===== config.mk =====
export PLATFORM = sky130hd
export DESIGN_NAME = ldr_div
export DESIGN_NICKNAME = d
export VERILOG_FILES = /design/src/rtl/ldr_pkg.sv /design/src/rtl/ldr_div.sv
export SDC_FILE = /design/constraint.sdc
export NUM_CORES = 2
export LEC_CHECK = 0
export BUFFER_PORTS_ARGS = -buffer_cell sky130_fd_sc_hd__buf_2
export CELL_PAD_IN_SITES_DETAIL_PLACEMENT = 1
export CELL_PAD_IN_SITES_GLOBAL_PLACEMENT = 2
export CORE_MARGIN = 2
export CORE_UTILIZATION = 44
export DETAILED_ROUTE_END_ITERATION = 12
export GPL_ROUTABILITY_DRIVEN = 0
export GPL_TIMING_DRIVEN = 1
export PLACE_DENSITY_LB_ADDON = 0.08
export SLEW_MARGIN = 15
export SYNTH_ARGS = -nofsm -noshare
export SYNTH_HDL_FRONTEND = slang
export SYNTH_SLANG_ARGS = --single-unit

===== constraint.sdc =====
create_clock -name clk -period 5.65 [get_ports clk]
set_input_delay 0.565 -clock clk [delete_from_list [all_inputs] [get_ports clk]]
set_output_delay 0.565 -clock clk [all_outputs]
set_load 0.02 [all_outputs]

===== src/rtl/ldr_pkg.sv =====
// ----------------------------------------------------------------------------
// ldr_pkg
// Shared types, constants and helpers for the lens distortion remap block.
// ----------------------------------------------------------------------------
package ldr_pkg;

  typedef logic signed [31:0] q_t;
  typedef logic signed [63:0] wide_t;

  typedef enum logic [2:0] {
    REG_K1 = 3'd0,
    REG_K2 = 3'd1,
    REG_P1 = 3'd2,
    REG_P2 = 3'd3,
    REG_FX = 3'd4,
    REG_FY = 3'd5,
    REG_CX = 3'd6,
    REG_CY = 3'd7
  } reg_idx_t;

  localparam int DIV_STEPS  = 31;
  localparam int DIV_STAGES = DIV_STEPS + 2;
  localparam int POST_STAGES = 12;
  localparam int LAT = DIV_STAGES + POST_STAGES;

  localparam wide_t Q_MAX = 64'sd2147483647;
  localparam wide_t Q_ONE = 64'sd268435456;

  localparam q_t  K1_RST = -32'sd304307141;
  localparam q_t  K2_RST = 32'sd79412947;
  localparam q_t  P1_RST = 32'sd207865;
  localparam q_t  P2_RST = 32'sd18918;
  localparam logic [23:0] FX_RST = 24'd1878647;
  localparam logic [23:0] FY_RST = 24'd1873084;
  localparam logic [23:0] CX_RST = 24'd1504113;
  localparam logic [23:0] CY_RST = 24'd1017344;

  function automatic q_t sat_q(input wide_t v);
    q_t r;
    if (v > Q_MAX) r = q_t'(Q_MAX);
    else if (v < -Q_MAX) r = q_t'(-Q_MAX);
    else r = v[31:0];
    return r;
  endfunction

endpackage


===== src/rtl/ldr_div.sv =====
// ----------------------------------------------------------------------------
// ldr_div
// Pipelined normalizer: ((pix << 12) - c) * 2^28 / f, rounded toward zero,
// saturated to +-(2^31 - 1). One quotient bit per stage.
// ----------------------------------------------------------------------------
module ldr_div
  import ldr_pkg::*;
(
  input  logic        clk,
  input  logic        en,
  input  logic [11:0] pix,
  input  logic [23:0] c,
  input  logic [23:0] f,
  output q_t          q
);

  logic signed [25:0] diff;
  logic [23:0] mag;

  logic [23:0] m_r;
  logic        neg0_r, sat0_r, zero0_r;
  logic        neg_r [DIV_STEPS+1];
  logic        sat_r [DIV_STEPS+1];
  logic        zero_r [DIV_STEPS+1];
  logic [2:0]  lo_r [DIV_STEPS+1];
  logic [23:0] rem_r [DIV_STEPS+1];
  logic [30:0] quo_r [DIV_STEPS+1];
  q_t          q_r;

  assign diff = $signed({2'b00, pix, 12'b0}) - $signed({2'b00, c});
  assign mag  = diff[25] ? 24'(-diff) : diff[23:0];

  always_ff @(posedge clk) begin
    if (en) begin
      m_r     <= mag;
      neg0_r  <= diff[25];
      zero0_r <= (mag == 24'd0);
      sat0_r  <= (mag != 24'd0) && ({3'b000, mag} >= {f, 3'b000});
    end
  end

  assign neg_r[0]  = neg0_r;
  assign sat_r[0]  = sat0_r;
  assign zero_r[0] = zero0_r;
  assign lo_r[0]   = m_r[2:0];
  assign rem_r[0]  = {3'b000, m_r[23:3]};
  assign quo_r[0]  = '0;

  for (genvar k = 0; k < DIV_STEPS; k++) begin : g_step
    logic        din;
    logic [24:0] rem2;
    logic        ge;
    logic [23:0] rem_nxt;
    logic [23:0] rs_r;
    logic [30:0] qs_r;
    logic [2:0]  ls_r;
    logic        ns_r, ss_r, zs_r;

    if (DIV_STEPS - 1 - k >= 28) begin : g_hi
      assign din = lo_r[k][DIV_STEPS - 1 - k - 28];
    end else begin : g_lo
      assign din = 1'b0;
    end

    assign rem2    = {rem_r[k], din};
    assign ge      = rem2 >= {1'b0, f};
    assign rem_nxt = ge ? 24'(rem2 - {1'b0, f}) : rem2[23:0];

    always_ff @(posedge clk) begin
      if (en) begin
        rs_r <= rem_nxt;
        qs_r <= {quo_r[k][29:0], ge};
        ls_r <= lo_r[k];
        ns_r <= neg_r[k];
        ss_r <= sat_r[k];
        zs_r <= zero_r[k];
      end
    end

    assign rem_r[k+1]  = rs_r;
    assign quo_r[k+1]  = qs_r;
    assign lo_r[k+1]   = ls_r;
    assign neg_r[k+1]  = ns_r;
    assign sat_r[k+1]  = ss_r;
    assign zero_r[k+1] = zs_r;
  end

  always_ff @(posedge clk) begin
    if (en) begin
      if (zero_r[DIV_STEPS]) q_r <= '0;
      else if (sat_r[DIV_STEPS]) q_r <= neg_r[DIV_STEPS] ? -q_t'(Q_MAX) : q_t'(Q_MAX);
      else if (neg_r[DIV_STEPS]) q_r <= -q_t'({1'b0, quo_r[DIV_STEPS]});
      else q_r <= q_t'({1'b0, quo_r[DIV_STEPS]});
    end
  end

  assign q = q_r;

endmodule


== Word-level counts from Yosys, hierarchy flattened ==
Cells that the tools add are included.

* Bits of input ports: 62
* Logic and storage cells: 291
* Output and inout bits: 32
* Bits in registers: 1,371

* Multiplexer cells: 34
* Reductions and logical operators: 3
* Order comparisons: 32
* $add $sub $neg: 33

{| class="wikitable"
|+ Operator list
! kind !! count
|-
| 25-bit by 24-bit greater-or-equal comparator with 1-bit output || 30
|-
| 24-bit 2-to-1 mux || 30
|-
| 24-bit subtractor || 29
|-
| 32-bit 2-to-1 mux || 3
|-
| 31-bit negation with 32-bit output || 1
|-
| 24-bit by 27-bit greater-or-equal comparator with 1-bit output || 1
|-
| 24-bit by 24-bit subtractor with 25-bit output || 1
|-
| 22-bit by 24-bit greater-or-equal comparator with 1-bit output || 1
|-
| 24-bit zero test || 1
|-
| 24-bit negation || 1
|-
| 24-bit nonzero test || 1
|-
| 22-bit by 24-bit subtractor with 24-bit output || 1
|-
| 22-bit 2-to-1 mux || 1
|-
| 1-bit logical AND || 1
|}

== Longest topological paths before layout ==
* Word-level depth: 5
* Mapped depth: 23
* Mapped depth without buffers: 20

== Least setup slack after synthesis ==
OpenSTA, ideal clock, no wires.

* Kind: input -> register
* From: input port c[0]
* To: register sat0_r, data pin
* Setup time: 0.259 ns
* Path buffers: 3
* Data arrival time: 4.795 ns
* Stages on the path: 23
* Required time: 5.391 ns
* Slack: 0.596 ns
* Cell sequence: clkbuf_1 inv_1 ha_1 buf_2 nor3b_1 and3_1 a2111oi_0 o31ai_1 clkbuf_1 o21ai_0 o31ai_1 xor2_1 ha_1 nor2b_1 o21a_1 o21a_1 o21a_1 o21a_1 o21a_1 o21ai_0 o311ai_0 a41o_1 o31a_1

* Word-level cells in the longest chain between the ends: 5
* Elaborated cells between the ends (all ways): 6
* Those cells by class: add/sub (2); order compare (1); mux (1); reduce/logical (2)

{| class="wikitable"
|+ Ends and longest elaborated chain
! item !! line !! source
|-
| start: declaration || ldr_div.sv:12 || <nowiki>input logic [23:0] c,</nowiki>
|-
| 24-bit by 24-bit subtractor with 25-bit output * || ldr_div.sv:30 || <nowiki>assign diff = $signed({2'b00, pix, 12'b0}) - $signed({2'b00, c});</nowiki>
|-
| 24-bit negation || ldr_div.sv:31 || <nowiki>assign mag = diff[25] ? 24'(-diff) : diff[23:0];</nowiki>
|-
| 24-bit 2-to-1 mux * || ldr_div.sv:31 ||
|-
| named net mag[4] || ldr_div.sv:18 || <nowiki>logic [23:0] mag;</nowiki>
|-
| 24-bit by 27-bit greater-or-equal comparator with 1-bit output / 24-bit nonzero test (equally long branches) || ldr_div.sv:38 || <nowiki>sat0_r <= (mag != 24'd0) && ({3'b000, mag} >= {f, 3'b000});</nowiki>
|-
| 1-bit logical AND * || ldr_div.sv:38 ||
|-
| end signal: assignment || ldr_div.sv:38 ||
|-
| end: declaration || ldr_div.sv:21 || <nowiki>logic neg0_r, sat0_r, zero0_r;</nowiki>
|}

The timed path passes the listed nets; every way through them passes the cells marked *.
A chain may end at the register's enable or synchronous reset.

== Final worst setup path ==
* From: input port c[1]
* To: register sat0_r, data pin

The elaborated chain is that of the path after synthesis.

==> impl_metrics.yaml <==
synth:
  async_reset_ff_frac: 0
  synth-edff-count: 1371
  ys_warn_count: 0
  synth-adder-area-share: 0.120
  synth_compound_area_frac: 0.155
  avgSynthCellArea_um2: 11.0
  synth_top_family_by_area: "compound AO/OA/AOI/OAI gates"
  synthXorXnorAreaFrac: 0.0564
  syn_area_mm2: 0.0860
  ys_seq_elements: 1371
  synth_cell_type_count: 97
  synthSimpleGateAreaFrac: 0.125
  synth-main-ff-cell: "edfxtp_1"
  muxShareOfSynthArea: 0.0438
  ys_seq_area_frac: 0.479
  syn_nets: 8699
  synthCells: 7830
floorplanning:
  start_util: 0.442
  rows: 162
  coreArea_mm2: 0.195
  ios: 94
  dieArea_mm2: 0.199
  die_h_um: 446
  fp.dieW_um: 446
finish:
  final_cell_mix: "edfxtp_1 (1,371), ha_1 (777), nor2_1 (595), a21oi_1 (566), nand2_1 (538)"
  drive_gt1_frac: 0.113
  stdcell_area_mm2: 0.0961
  layout_commonest_cell: "edfxtp_1"
  area_delta_synth_final_pct: 11.7
  nNetsFinal: 8961
  fill_cells: 20732
  post-route-util: 0.494
drt:
  route.detailed.wl_per_inst_um: 23.0
  avgViaCountPerCell: 5.78
  ant_nets: 0
  drtPass1Iterations: 5
  drcViolationCount: 0
  drt-initial-drc-count: 3441
  num_vias: 62226
  drt_wl_total_mm: 248
hold_path:
  hold_end: "m_r[0]$_DFFE_PP_"
  min_path_type: "input port to flip-flop"
  min_from: "c[0]"
  holdPathStages: 2
sta:
  fin_skew_ns: 0.0496
  report.final.slew_viol_count: 0
  setup_viol: 0
  fin_tns_setup_ns: 0
  fmax_mhz: 216
  finalCritPeriodShare: 0.820
  hold_violations: 0
  slew-limit-headroom: 0.298
  rsz0062_at_grt: "no"
  whs_ns: 0.117
  worst_slew_pin_slew_ns: 1.05
  min_period_ns: 4.63
  fin_ws_ns: 1.02
cts:
  cts_buffer_depth: 3
  clkLatencyLatePin_ns: 0.86
  cts_tree: "built"
  cts-hold-fix-buffers: 0
  cts_buffers: 160
  path_clk_slew_ns: 0.06
  root_buffer: "clkbuf_16"
  cts_resized: 0
  cts-htree-levels: 4
  clock_sinks: 1371
  cts_setup_buffers: 0
critical_path:
  r2r-end: "g_step[1].rs_r[18]$_DFFE_PP_"
  r2r-start: "g_step[0].rs_r[0]$_DFFE_PP_"
  r2r_setup_slack_ns: 1.47
  worstRegToRegCells: 12
  start_kind: "input port"
  cp-end-kind: "flip-flop"
  cp_max_fo: 9
  crit_arrival_ns: 5.20
  critPathKind: "input port to flip-flop"
  cp.required_ns: 6.22
pwr:
  p_leak_nw: 37.4
  p_sw_frac: 0.397
  power.share.sequential: 0.320
  combPwrFrac: 0.500
  vdd_ir_drop_max_uv: 360
  switchingPower_w: 0.0229
  p_per_area_mw_per_mm2: 600
  p_clk_frac: 0.179
  internal-power_w: 0.0347
placement:
  place_area_mm2: 0.0908
  place_hpwl_mm: 182
  portBuffers: 93
  pre_cts_slack_ns: 0.205
run_status:
  status: "finished clean"
global_route:
  antenna_found_initial: 6
  grt_pass1_vias: 64361
  grt_first_pass_wirelength_mm: 381
  track_usage: 0.247
  grt-ovfl-total: 0
  grt_max_degree: 159
flow_run:
  maxCapViolCount: 0
==> flip-flops by register name (all words and copies together), names as in the netlist <==
signal / cells
g_step.rs_r: 720
g_step.qs_r: 496
q: 32
g_step.ns_r: 31
g_step.ss_r: 31
g_step.zs_r: 31
m_r: 24
g_step.ls_r: 3
neg0_r: 1
sat0_r: 1
zero0_r: 1
==> metal layers <==
metal / GRT usage / share of wire
met3: 0.0281 / 0.028
met2: 0.443 / 0.51
met4: 0.0733 / 0.029
met1: 0.311 / 0.43
met5: 0 / 0
==> metrics by stage <==
| step | instances | total power (W) |
|---|---|---|
| detailed placement | 10471 | 0.0473 |
| global placement | 10471 | 0.0465 |
| floorplan | 7830 | 0.0387 |
| CTS | 10755 | 0.0580 |
| finish | 10757 | 0.0576 |
| global route | 10757 | 0.0619 |
==> cell usage after synthesis (all sizes together) (53+ instances only) <==
| master | number | share of area |
|---|---|---|
| edfxtp | 1371 | 0.48 |
| ha | 777 | 0.11 |
| nor2 | 596 | 0.026 |
| a21oi | 570 | 0.033 |
| nand2 | 538 | 0.023 |
| o21ai | 502 | 0.029 |
| xnor2 | 343 | 0.035 |
| inv | 323 | 0.014 |
| mux2 | 309 | 0.040 |
| a21o | 257 | 0.022 |
| xor2 | 211 | 0.021 |
| nor3 | 201 | 0.012 |
| clkbuf | 145 | 0.0063 |
| nor2b | 134 | 0.0097 |
| nand3 | 123 | 0.0072 |
| nand4 | 111 | 0.0081 |
| nand2b | 109 | 0.0079 |
| o21a | 109 | 0.0095 |
| o31ai | 87 | 0.0076 |
| a211oi | 83 | 0.0073 |
| a21boi | 64 | 0.0056 |
| or3 | 63 | 0.0046 |
| nor4 | 58 | 0.0046 |
| a31oi | 54 | 0.0039 |
| and3 | 53 | 0.0039 |
==> worst max-delay path: stages <==
cell       delay [ns]
buf_2            0.15
inv_1            0.08
ha_1             0.15
nor3b_1          0.43
and3_1           0.37
a2111oi_0        0.14
buf_4            0.16
o31ai_2          0.51
o21ai_0          0.17
o31ai_1          0.12
xor2_1           0.25
ha_1             0.29
nor2b_1          0.14
o21a_1           0.16
o21a_1           0.16
o21a_1           0.16
o21a_1           0.17
o21a_1           0.16
o21ai_0          0.18
o311ai_0         0.28
a41o_1           0.31
o31a_1           0.10
==> cell type report <==
class / count / area [um2] / share of cell area
diodes: 1 / 2.50 / 0.0000260
clock buffers: 194 / 4150 / 0.0432
clock inverters: 90 / 1080 / 0.0112
inverters: 325 / 1220 / 0.0127
multi-input cells: 5974 / 43200 / 0.449
flip-flops and latches: 1371 / 41200 / 0.429
well taps: 2542 / 3180 / 0.0331
repair buffers: 260 / 2120 / 0.0221
==> worst max-delay path by stage <==
stage	from	endpoint	slack, ns
floorplan	c[0]	sat0_r$_DFFE_PP_	0.60
global placement	c[1]	sat0_r$_DFFE_PP_	0.28
detailed placement	c[1]	sat0_r$_DFFE_PP_	0.21
CTS	c[1]	sat0_r$_DFFE_PP_	1.09
global route	c[1]	sat0_r$_DFFE_PP_	0.82
finish	c[1]	sat0_r$_DFFE_PP_	1.02
==> power by group through the flow <==
stage	clock network, W	registers, W	logic [W]
after CTS	0.0106	0.0185	0.0289
after global placement	0	0.0186	0.0279
final	0.0103	0.0185	0.0288
after floorplan	0	0.0173	0.0213
after detailed placement	0	0.0187	0.0286
after global routing	0.0110	0.0187	0.0322
==> cells by family (layout without fill, tap and decap cells) <==
family	after synthesis	after routing
compound gates	2082	2082
xor+xnor	554	554
fa+ha+maj	807	807
buf+inv	485	869
flops	1371	1371
mux	338	338
other cells	0	1
simple gates	2193	2193
Note: power is estimated with default switching activity, not from simulation.
